<file path="src/rtl/adel_pkg.sv">
package adel_pkg;

  localparam int CFG_INDEX_W = 1;

  localparam logic [1:0] OP_CLEAR  = 2'd0;
  localparam logic [1:0] OP_APPEND = 2'd1;
  localparam logic [1:0] OP_BYTE   = 2'd2;

  localparam logic [1:0] FMT_NONE  = 2'd0;
  localparam logic [1:0] FMT_SHORT = 2'd1;
  localparam logic [1:0] FMT_LONG  = 2'd2;

  localparam logic [CFG_INDEX_W-1:0] CFG_SEARCH_BY_INDEX = 1'd0;
  localparam logic [CFG_INDEX_W-1:0] CFG_TARGET_INDEX    = 1'd1;

  localparam logic [15:0] MAGIC_SHORT     = 16'hC0FB;
  localparam logic [15:0] MAGIC_LONG_HEAD = 16'h4249;
  localparam logic [31:0] MAGIC_LONG      = 32'h42494746;
  localparam logic [31:0] SHORT_SIZE_ADJ  = 32'd4;
  localparam logic [31:0] LONG_SIZE_POS   = 32'hC;
  localparam logic [31:0] LONG_HDR_LAST   = 32'hF;

  typedef enum logic [5:0] {
    PH_MAGIC     = 6'b000001,
    PH_SHORT_HDR = 6'b000010,
    PH_LONG_HDR  = 6'b000100,
    PH_OFFSET    = 6'b001000,
    PH_SIZE      = 6'b010000,
    PH_NAME      = 6'b100000
  } phase_t;

  typedef struct packed {
    logic [1:0] opcode;
    logic [7:0] data_byte;
    logic       last_byte;
  } item_t;

  typedef struct packed {
    logic        found;
    logic [1:0]  file_format;
    logic [31:0] entry_number;
    logic [31:0] entry_offset;
    logic [31:0] entry_size;
  } result_t;

  function automatic logic [7:0] fold_case(input logic [7:0] c);
    logic [7:0] r;
    r = c;
    if (c >= 8'h41 && c <= 8'h5A) begin
      r = c + 8'h20;
    end
    return r;
  endfunction

endpackage

</file>
<file path="src/rtl/adel_ram.sv">
module adel_ram #(
  parameter int WIDTH = 8,
  parameter int DEPTH = 64,
  localparam int AW = (DEPTH > 1) ? $clog2(DEPTH) : 1
) (
  input  logic             clk,
  input  logic             we,
  input  logic [AW-1:0]    waddr,
  input  logic [WIDTH-1:0] wdata,
  input  logic [AW-1:0]    raddr,
  output logic [WIDTH-1:0] rdata
);

  logic [WIDTH-1:0] mem [DEPTH];

  always_ff @(posedge clk) begin
    if (we) begin
      mem[waddr] <= wdata;
    end
    rdata <= mem[raddr];
  end

endmodule

</file>
<file path="src/rtl/archive_directory_entry_locator.sv">
// Channel   Direction  Handshake                  Payload
// item      in         item_valid / item_ready    adel_pkg::item_t
// result    out        result_valid / result_ready adel_pkg::result_t
// cfg       in         cfg_valid / cfg_ready      cfg_index, cfg_data
//
// One item per cycle is accepted while no result is stalled; each passes an input
// register, is processed from there, and any result it yields is registered.
// The search name lives in a RAM with registered read that is prefetched at the
// next compare position, with a bypass for a character written the same cycle.
// Reset is synchronous and clears all control state; there is no clearing pass.
// A stalled result holds the pipeline; cfg_ready is always high.
module archive_directory_entry_locator #(
  parameter int NAME_MAX = 64
) (
  input  logic                             clk,
  input  logic                             rst,
  input  logic                             item_valid,
  output logic                             item_ready,
  input  adel_pkg::item_t                  item,
  output logic                             result_valid,
  input  logic                             result_ready,
  output adel_pkg::result_t                result,
  input  logic                             cfg_valid,
  output logic                             cfg_ready,
  input  logic [adel_pkg::CFG_INDEX_W-1:0] cfg_index,
  input  logic [31:0]                      cfg_data
);

  localparam int AW  = (NAME_MAX > 1) ? $clog2(NAME_MAX) : 1;
  localparam int LW  = $clog2(NAME_MAX + 1);
  localparam int CPW = (LW > 3) ? LW : 3;

  logic              search_by_index;
  logic [31:0]       target_index;

  logic              s1_valid;
  adel_pkg::item_t   s1_item;
  logic              adv;

  logic [LW-1:0]     search_length, search_length_next;
  logic              name_overflow, name_overflow_next;
  adel_pkg::phase_t  parse_phase, parse_phase_next;
  logic [31:0]       byte_position, byte_position_next;
  logic [31:0]       archive_end, archive_end_next;
  logic [31:0]       field_shift, field_shift_next;
  logic [31:0]       current_offset, current_offset_next;
  logic [31:0]       current_size, current_size_next;
  logic [31:0]       entry_counter, entry_counter_next;
  logic [CPW-1:0]    compare_position, compare_position_next;
  logic              name_mismatch, name_mismatch_next;
  logic [1:0]        format_kind, format_kind_next;
  logic              search_done, search_done_next;

  logic              emit;
  logic              hit;
  adel_pkg::result_t result_next;

  logic              name_we;
  logic [AW-1:0]     name_waddr;
  logic [AW-1:0]     name_raddr;
  logic [7:0]        ram_rdata;
  logic              bypass_valid;
  logic [7:0]        bypass_data;
  logic [7:0]        name_char;

  logic [31:0]       fs_shift;
  logic [CPW-1:0]    cp_inc;
  logic [CPW-1:0]    field_width;
  logic [CPW-1:0]    length_ext;
  logic              name_ends;
  logic              dir_done_hdr;
  logic              dir_done_cur;

  assign cfg_ready  = 1'b1;
  assign adv        = s1_valid && (!result_valid || result_ready);
  assign item_ready = !s1_valid || adv;

  always_ff @(posedge clk) begin
    if (rst) begin
      search_by_index <= 1'b0;
      target_index    <= '0;
    end else if (cfg_valid && cfg_ready) begin
      case (cfg_index)
        adel_pkg::CFG_SEARCH_BY_INDEX: search_by_index <= cfg_data[0];
        adel_pkg::CFG_TARGET_INDEX:    target_index    <= cfg_data;
        default: ;
      endcase
    end
  end

  always_ff @(posedge clk) begin
    if (rst) begin
      s1_valid <= 1'b0;
    end else if (item_ready) begin
      s1_valid <= item_valid;
    end
  end

  always_ff @(posedge clk) begin
    if (item_valid && item_ready) begin
      s1_item <= item;
    end
  end

  adel_ram #(
    .WIDTH (8),
    .DEPTH (NAME_MAX)
  ) u_name_ram (
    .clk   (clk),
    .we    (name_we),
    .waddr (name_waddr),
    .wdata (s1_item.data_byte),
    .raddr (name_raddr),
    .rdata (ram_rdata)
  );

  assign name_waddr = search_length[AW-1:0];
  assign name_raddr = compare_position_next[AW-1:0];
  assign name_char  = bypass_valid ? bypass_data : ram_rdata;

  always_ff @(posedge clk) begin
    if (rst) begin
      bypass_valid <= 1'b0;
    end else begin
      bypass_valid <= name_we && (name_waddr == name_raddr);
    end
  end

  always_ff @(posedge clk) begin
    bypass_data <= s1_item.data_byte;
  end

  assign fs_shift    = {field_shift[23:0], s1_item.data_byte};
  assign cp_inc      = compare_position + CPW'(1);
  assign field_width = (format_kind == adel_pkg::FMT_SHORT) ? CPW'(3) : CPW'(4);
  assign length_ext  = CPW'(search_length);
  assign name_ends   = (compare_position == length_ext) ||
                       ((compare_position < length_ext) && (name_char == 8'h00));
  assign dir_done_hdr = ({1'b0, byte_position} + 33'd1) >= {1'b0, fs_shift};
  assign dir_done_cur = ({1'b0, byte_position} + 33'd1) >= {1'b0, archive_end};

  always_comb begin
    search_length_next    = search_length;
    name_overflow_next    = name_overflow;
    parse_phase_next      = parse_phase;
    byte_position_next    = byte_position;
    archive_end_next      = archive_end;
    field_shift_next      = field_shift;
    current_offset_next   = current_offset;
    current_size_next     = current_size;
    entry_counter_next    = entry_counter;
    compare_position_next = compare_position;
    name_mismatch_next    = name_mismatch;
    format_kind_next      = format_kind;
    search_done_next      = search_done;
    emit                  = 1'b0;
    hit                   = 1'b0;
    name_we               = 1'b0;

    if (adv) begin
      case (s1_item.opcode)
        adel_pkg::OP_CLEAR: begin
          search_length_next    = '0;
          name_overflow_next    = 1'b0;
          parse_phase_next      = adel_pkg::PH_MAGIC;
          byte_position_next    = '0;
          archive_end_next      = '0;
          field_shift_next      = '0;
          current_offset_next   = '0;
          current_size_next     = '0;
          entry_counter_next    = '0;
          compare_position_next = '0;
          name_mismatch_next    = 1'b0;
          format_kind_next      = adel_pkg::FMT_NONE;
          search_done_next      = 1'b0;
        end
        adel_pkg::OP_APPEND: begin
          if (search_length < LW'(NAME_MAX)) begin
            name_we            = 1'b1;
            search_length_next = search_length + LW'(1);
          end else begin
            name_overflow_next = 1'b1;
          end
        end
        adel_pkg::OP_BYTE: begin
          if (!search_done) begin
            if (byte_position != 32'hFFFF_FFFF) begin
              byte_position_next = byte_position + 32'd1;
            end
            case (parse_phase)
              adel_pkg::PH_MAGIC: begin
                field_shift_next = fs_shift;
                if (byte_position == 32'd1) begin
                  if (fs_shift[15:0] == adel_pkg::MAGIC_SHORT) begin
                    format_kind_next = adel_pkg::FMT_SHORT;
                    parse_phase_next = adel_pkg::PH_SHORT_HDR;
                    field_shift_next = '0;
                  end else if (fs_shift[15:0] != adel_pkg::MAGIC_LONG_HEAD) begin
                    emit = 1'b1;
                  end
                end else if (byte_position >= 32'd3) begin
                  if (fs_shift == adel_pkg::MAGIC_LONG) begin
                    format_kind_next = adel_pkg::FMT_LONG;
                    parse_phase_next = adel_pkg::PH_LONG_HDR;
                    field_shift_next = '0;
                  end else begin
                    emit = 1'b1;
                  end
                end
              end
              adel_pkg::PH_SHORT_HDR: begin
                if (byte_position == 32'd2 || byte_position == 32'd3) begin
                  field_shift_next = fs_shift;
                end
                if (byte_position == 32'd3) begin
                  archive_end_next = {16'd0, fs_shift[15:0]} + adel_pkg::SHORT_SIZE_ADJ;
                end
                if (byte_position >= 32'd5) begin
                  if (dir_done_cur) begin
                    emit = 1'b1;
                  end else begin
                    parse_phase_next      = adel_pkg::PH_OFFSET;
                    compare_position_next = '0;
                    field_shift_next      = '0;
                  end
                end
              end
              adel_pkg::PH_LONG_HDR: begin
                if (byte_position >= adel_pkg::LONG_SIZE_POS) begin
                  field_shift_next = fs_shift;
                  if (byte_position >= adel_pkg::LONG_HDR_LAST) begin
                    archive_end_next = fs_shift;
                    if (dir_done_hdr) begin
                      emit = 1'b1;
                    end else begin
                      parse_phase_next      = adel_pkg::PH_OFFSET;
                      compare_position_next = '0;
                      field_shift_next      = '0;
                    end
                  end
                end
              end
              adel_pkg::PH_OFFSET, adel_pkg::PH_SIZE: begin
                field_shift_next      = fs_shift;
                compare_position_next = cp_inc;
                if (cp_inc >= field_width) begin
                  if (parse_phase == adel_pkg::PH_OFFSET) begin
                    current_offset_next   = fs_shift;
                    parse_phase_next      = adel_pkg::PH_SIZE;
                    compare_position_next = '0;
                    field_shift_next      = '0;
                  end else begin
                    current_size_next = fs_shift;
                    if (search_by_index && entry_counter == target_index) begin
                      emit = 1'b1;
                      hit  = 1'b1;
                    end else begin
                      parse_phase_next      = adel_pkg::PH_NAME;
                      compare_position_next = '0;
                      name_mismatch_next    = 1'b0;
                    end
                  end
                end
              end
              adel_pkg::PH_NAME: begin
                if (s1_item.data_byte == 8'h00) begin
                  if (!search_by_index && !name_overflow && !name_mismatch && name_ends) begin
                    emit = 1'b1;
                    hit  = 1'b1;
                  end else begin
                    entry_counter_next = entry_counter + 32'd1;
                    if (dir_done_cur) begin
                      emit = 1'b1;
                    end else begin
                      parse_phase_next      = adel_pkg::PH_OFFSET;
                      compare_position_next = '0;
                      field_shift_next      = '0;
                    end
                  end
                end else begin
                  if (compare_position >= length_ext ||
                      adel_pkg::fold_case(name_char) !=
                      adel_pkg::fold_case(s1_item.data_byte)) begin
                    name_mismatch_next = 1'b1;
                  end
                  if (compare_position < CPW'(NAME_MAX)) begin
                    compare_position_next = cp_inc;
                  end
                end
              end
              default: ;
            endcase
            if (s1_item.last_byte) begin
              emit = 1'b1;
            end
            if (emit) begin
              search_done_next = 1'b1;
            end
          end
        end
        default: ;
      endcase
    end
  end

  always_comb begin
    result_next.found        = hit;
    result_next.file_format  = format_kind_next;
    result_next.entry_number = hit ? entry_counter : 32'd0;
    result_next.entry_offset = hit ? current_offset_next : 32'd0;
    result_next.entry_size   = hit ? current_size_next : 32'd0;
  end

  always_ff @(posedge clk) begin
    if (rst) begin
      search_length    <= '0;
      name_overflow    <= 1'b0;
      parse_phase      <= adel_pkg::PH_MAGIC;
      byte_position    <= '0;
      archive_end      <= '0;
      field_shift      <= '0;
      current_offset   <= '0;
      current_size     <= '0;
      entry_counter    <= '0;
      compare_position <= '0;
      name_mismatch    <= 1'b0;
      format_kind      <= adel_pkg::FMT_NONE;
      search_done      <= 1'b0;
    end else begin
      search_length    <= search_length_next;
      name_overflow    <= name_overflow_next;
      parse_phase      <= parse_phase_next;
      byte_position    <= byte_position_next;
      archive_end      <= archive_end_next;
      field_shift      <= field_shift_next;
      current_offset   <= current_offset_next;
      current_size     <= current_size_next;
      entry_counter    <= entry_counter_next;
      compare_position <= compare_position_next;
      name_mismatch    <= name_mismatch_next;
      format_kind      <= format_kind_next;
      search_done      <= search_done_next;
    end
  end

  always_ff @(posedge clk) begin
    if (rst) begin
      result_valid <= 1'b0;
    end else if (adv && emit) begin
      result_valid <= 1'b1;
    end else if (result_ready) begin
      result_valid <= 1'b0;
    end
  end

  always_ff @(posedge clk) begin
    if (adv && emit) begin
      result <= result_next;
    end
  end

endmodule

</file>
<file path="config.mk">
export PLATFORM = sky130hd
export DESIGN_NAME = archive_directory_entry_locator
export DESIGN_NICKNAME = d
export VERILOG_FILES = /design/src/rtl/adel_pkg.sv /design/src/rtl/adel_ram.sv /design/src/rtl/archive_directory_entry_locator.sv
export SDC_FILE = /design/constraint.sdc
export NUM_CORES = 2
export LEC_CHECK = 0
export ABC_AREA = 1
export BUFFER_PORTS_ARGS = -buffer_cell sky130_fd_sc_hd__clkbuf_2
export CORE_MARGIN = 10
export CORE_UTILIZATION = 47
export DETAILED_ROUTE_END_ITERATION = 16
export PLACE_DENSITY = 0.76
export SLEW_MARGIN = 20
export SYNTH_ARGS = -nofsm -noshare
export SYNTH_HDL_FRONTEND = slang
export SYNTH_SLANG_ARGS = --single-unit
</file>
<file path="constraint.sdc">
create_clock -name clk -period 5.5 [get_ports clk]
set_clock_uncertainty 0.15 [all_clocks]
set_input_delay 0.825 -clock clk [delete_from_list [all_inputs] [get_ports clk]]
set_output_delay 0.825 -clock clk [all_outputs]
set_load 0.005 [all_outputs]
</file>
==> impl_metrics.env <==
export IMPL_dp_hpwl_mm=82.7
export IMPL_worstMarginPinSlew_ns=1.14
export IMPL_power_mw=14.4
export IMPL_synth_area_top_cells="edfxtp_1 43%, dfxtp_1 12%, nand3_1 7.0%"
export IMPL_path_common_cell="nand2_1"
export IMPL_via_per_inst=5.71
export IMPL_h_tree_depth=3
export IMPL_final_nets=5041
export IMPL_root_buffer="clkbuf_16"
export IMPL_dpl_cell_count=5980
export IMPL_drv_cap=0
export IMPL_gp_congestion=0.952
export IMPL_clock_sinks=883
export IMPL_synth_fp_nets=4913
export IMPL_worstSetupPathType="reg2reg"
export IMPL_syn_area_per_cell_um2=9.03
export IMPL_period_share=0.953
export IMPL_timing_final_max_slew_violations=0
export IMPL_grt_pass1_wl_mm=192
export IMPL_syn_area_um2=43100
export IMPL_synth_seq_cells=883
export IMPL_crit_slowest_cell="dfxtp_4"
export IMPL_die_x_um=323
export IMPL_drtAntennaViolNets=0
export IMPL_min_path_type="in2reg"
export IMPL_place_area_um2=45500
export IMPL_drc=0
export IMPL_period_minus_slack_ns=5.24
export IMPL_critPathCaptureType="register"
export IMPL_setup_violations=0
export IMPL_coreArea_um2=91400
export IMPL_postRouteWirelength_mm=126
export IMPL_grt_util_met2=0.385
export IMPL_grt_max_degree=134
export IMPL_syn_inst=4775
export IMPL_peakVddDrop_mv=0.375
export IMPL_cts_path_max_buffers=3
export IMPL_cp_start_kind="register"
export IMPL_io_pins=151
export IMPL_row_count=111
export IMPL_arrival_ns=5.67
export IMPL_clkTransAtPathRegs_ns=0.06
export IMPL_wl_per_cell_um=20.4
export IMPL_timing_fmax_mhz=191
export IMPL_fp_dieH_um=323
export IMPL_drt_pass1_iterations=9
export IMPL_powerDensity_nw_per_um2=292
export IMPL_ys_types=59
export IMPL_met3_usage=0.0389
export IMPL_status="finished clean"
export IMPL_num_vias=35200
export IMPL_placement_io_buffers=149
export IMPL_post_layout_nonfiller_instances=6169
export IMPL_ys_flop_type="edfxtp_1"
export IMPL_numCtsBuffers=91
export IMPL_p_leak_nw=19.2
export IMPL_drive_gt1_frac=0.107
export IMPL_synth_most_common_cell="nand2_1"
export IMPL_gr_max_usage_layer="met2"
export IMPL_yosysTopAreaCellShare=0.433
export IMPL_antenna_found_initial=2
export IMPL_grt_pass1_vias=33300
export IMPL_dp_slack_ns=-0.108
export IMPL_cpPeakStageDelay_ns=0.38
export IMPL_yosysSeqAreaShare=0.554
export IMPL_grt_use_met1=0.304
export IMPL_initial_core_util=0.472
export IMPL_yosys_warnings=0
export IMPL_cts_tree="yes"
export IMPL_synthArstFlopShare=0
export IMPL_areaGrowthSynthToFinish_pct=14.1
export IMPL_track_usage=0.233
export IMPL_die_area_um2=104000
export IMPL_hold_viol_final=0
export IMPL_synth_largest_area_cell="edfxtp_1"
export IMPL_final_cell_area_um2=49200
export IMPL_critPathRequiredTime_ns=5.93
export IMPL_overflow=0
export IMPL_ys_top_cells_by_count="701 x nand2_1, 649 x inv_1, 622 x edfxtp_1"
export IMPL_drt_iter0_markers=4463
export IMPL_slew_headroom=0.238
export IMPL_setup_ws_ns=0.256
export IMPL_synth_edf_count=622
export IMPL_worst_path_max_fanout=8
export IMPL_clock_latency_ns=0.69
kinds of logic (layout without fill, tap and decap cells):
family	after synthesis	in the layout	share of synthesized area
and+or+nand+nor	2138	2139	0.230
buffers and inverters	930	1136	0.0883
DFF	883	883	0.554
AOI/OAI and AO/OA	683	683	0.0912
adders and majority gates	89	89	0.0258
xor gates and xnor gates	51	51	0.0104
other	1	2	0.0000870
routing by layer:
metal	routed length [um]	up-vias
met1	50100	16700
met4	4580	2
met5	13	-
li1	-	16500
met2	59600	1785
met3	11900	294
sequential cells by signal, summed over array words and instances, names as in the netlist, 2 cells and up:
| register | cells |
|---|---|
| archive_end | 32 |
| bypass_data | 8 |
| byte_position | 32 |
| compare_position | 7 |
| current_offset | 32 |
| current_size | 32 |
| entry_counter | 32 |
| field_shift | 24 |
| format_kind | 2 |
| fs_shift | 8 |
| length_ext | 7 |
| parse_phase | 6 |
| result | 99 |
| s1_item | 3 |
| target_index | 32 |
| u_name_ram.mem | 512 |
| u_name_ram.rdata | 8 |
layout by cell type, fill, tap and decap left out, drive strengths merged, types with 42 or more instances in the layout:
| cell type | synthesis | layout |
|---|---|---|
| clkbuf | 144 | 271 |
| a22oi | 53 | 53 |
| nand3b | 183 | 183 |
| clkinv | 16 | 54 |
| o21ai | 244 | 244 |
| a21oi | 243 | 243 |
| ha | 89 | 89 |
| nor3 | 71 | 71 |
| nor2 | 480 | 480 |
| edfxtp | 622 | 622 |
| nand4 | 42 | 42 |
| nand2 | 706 | 707 |
| inv | 660 | 659 |
| buf | 110 | 136 |
| nand3 | 608 | 608 |
| dfxtp | 261 | 261 |
through the flow:
stage                     hold WS (ns)  utilization  setup TNS [ns]
final                            0.175        0.538               0
after CTS                        0.145        0.534               0
after floorplan                  0.280            -           -8.38
after global routing             0.158        0.538          -0.489
after detailed placement         0.309        0.497          -0.353
after global placement           0.298        0.497         -0.0170
final cells by class:
class | count | area, um2
fill | 7921 | 42200
clock buffer | 119 | 2520
multi-input combinational | 2963 | 15700
inverter | 676 | 2550
timing repair buffer | 288 | 2290
antenna | 1 | 2.50
clock inverter | 53 | 749
tap | 1186 | 1480
sequential | 883 | 23900
critical path, delay by kind of cell (launching register included):
| family | cells | cell delay, ns |
|---|---|---|
| and+or+nand+nor | 32 | 3.87 |
| buffers and inverters | 3 | 0.52 |
| DFF | 1 | 0.38 |
| adders and majority gates | 1 | 0.20 |
what timing repair did:
item / in CTS / in global routing
pin swaps: 1 / 12
hold buffers: 0 / 0
setup endpoints to repair: 7 / 108
buffers inserted: 3 / 8
cloned: 0 / 5
gates resized for setup: 4 / 59
power by group:
group / switching (mW) / internal, mW / total [mW]
Combinational: 0.370 / 0.138 / 0.508
Sequential: 0.0421 / 7.15 / 7.19
Clock: 2.70 / 3.96 / 6.67
Total: 3.11 / 11.2 / 14.4
final timing paths:
path,start,end,slack (ns),depth (start not counted)
max,byte_position[2]$_SDFFE_PP0P_,u_name_ram.rdata[2]$_DFF_P_,0.26,36
min,item[3],fs_shift[2]$_DFFE_PP_,0.17,1
max reg2reg,byte_position[2]$_SDFFE_PP0P_,u_name_ram.rdata[2]$_DFF_P_,0.26,36
min reg2reg,archive_end[1]$_SDFFE_PP0P_,archive_end[1]$_SDFFE_PP0P_,0.32,2
No activity file was read; power rests on OpenSTA's default activity.
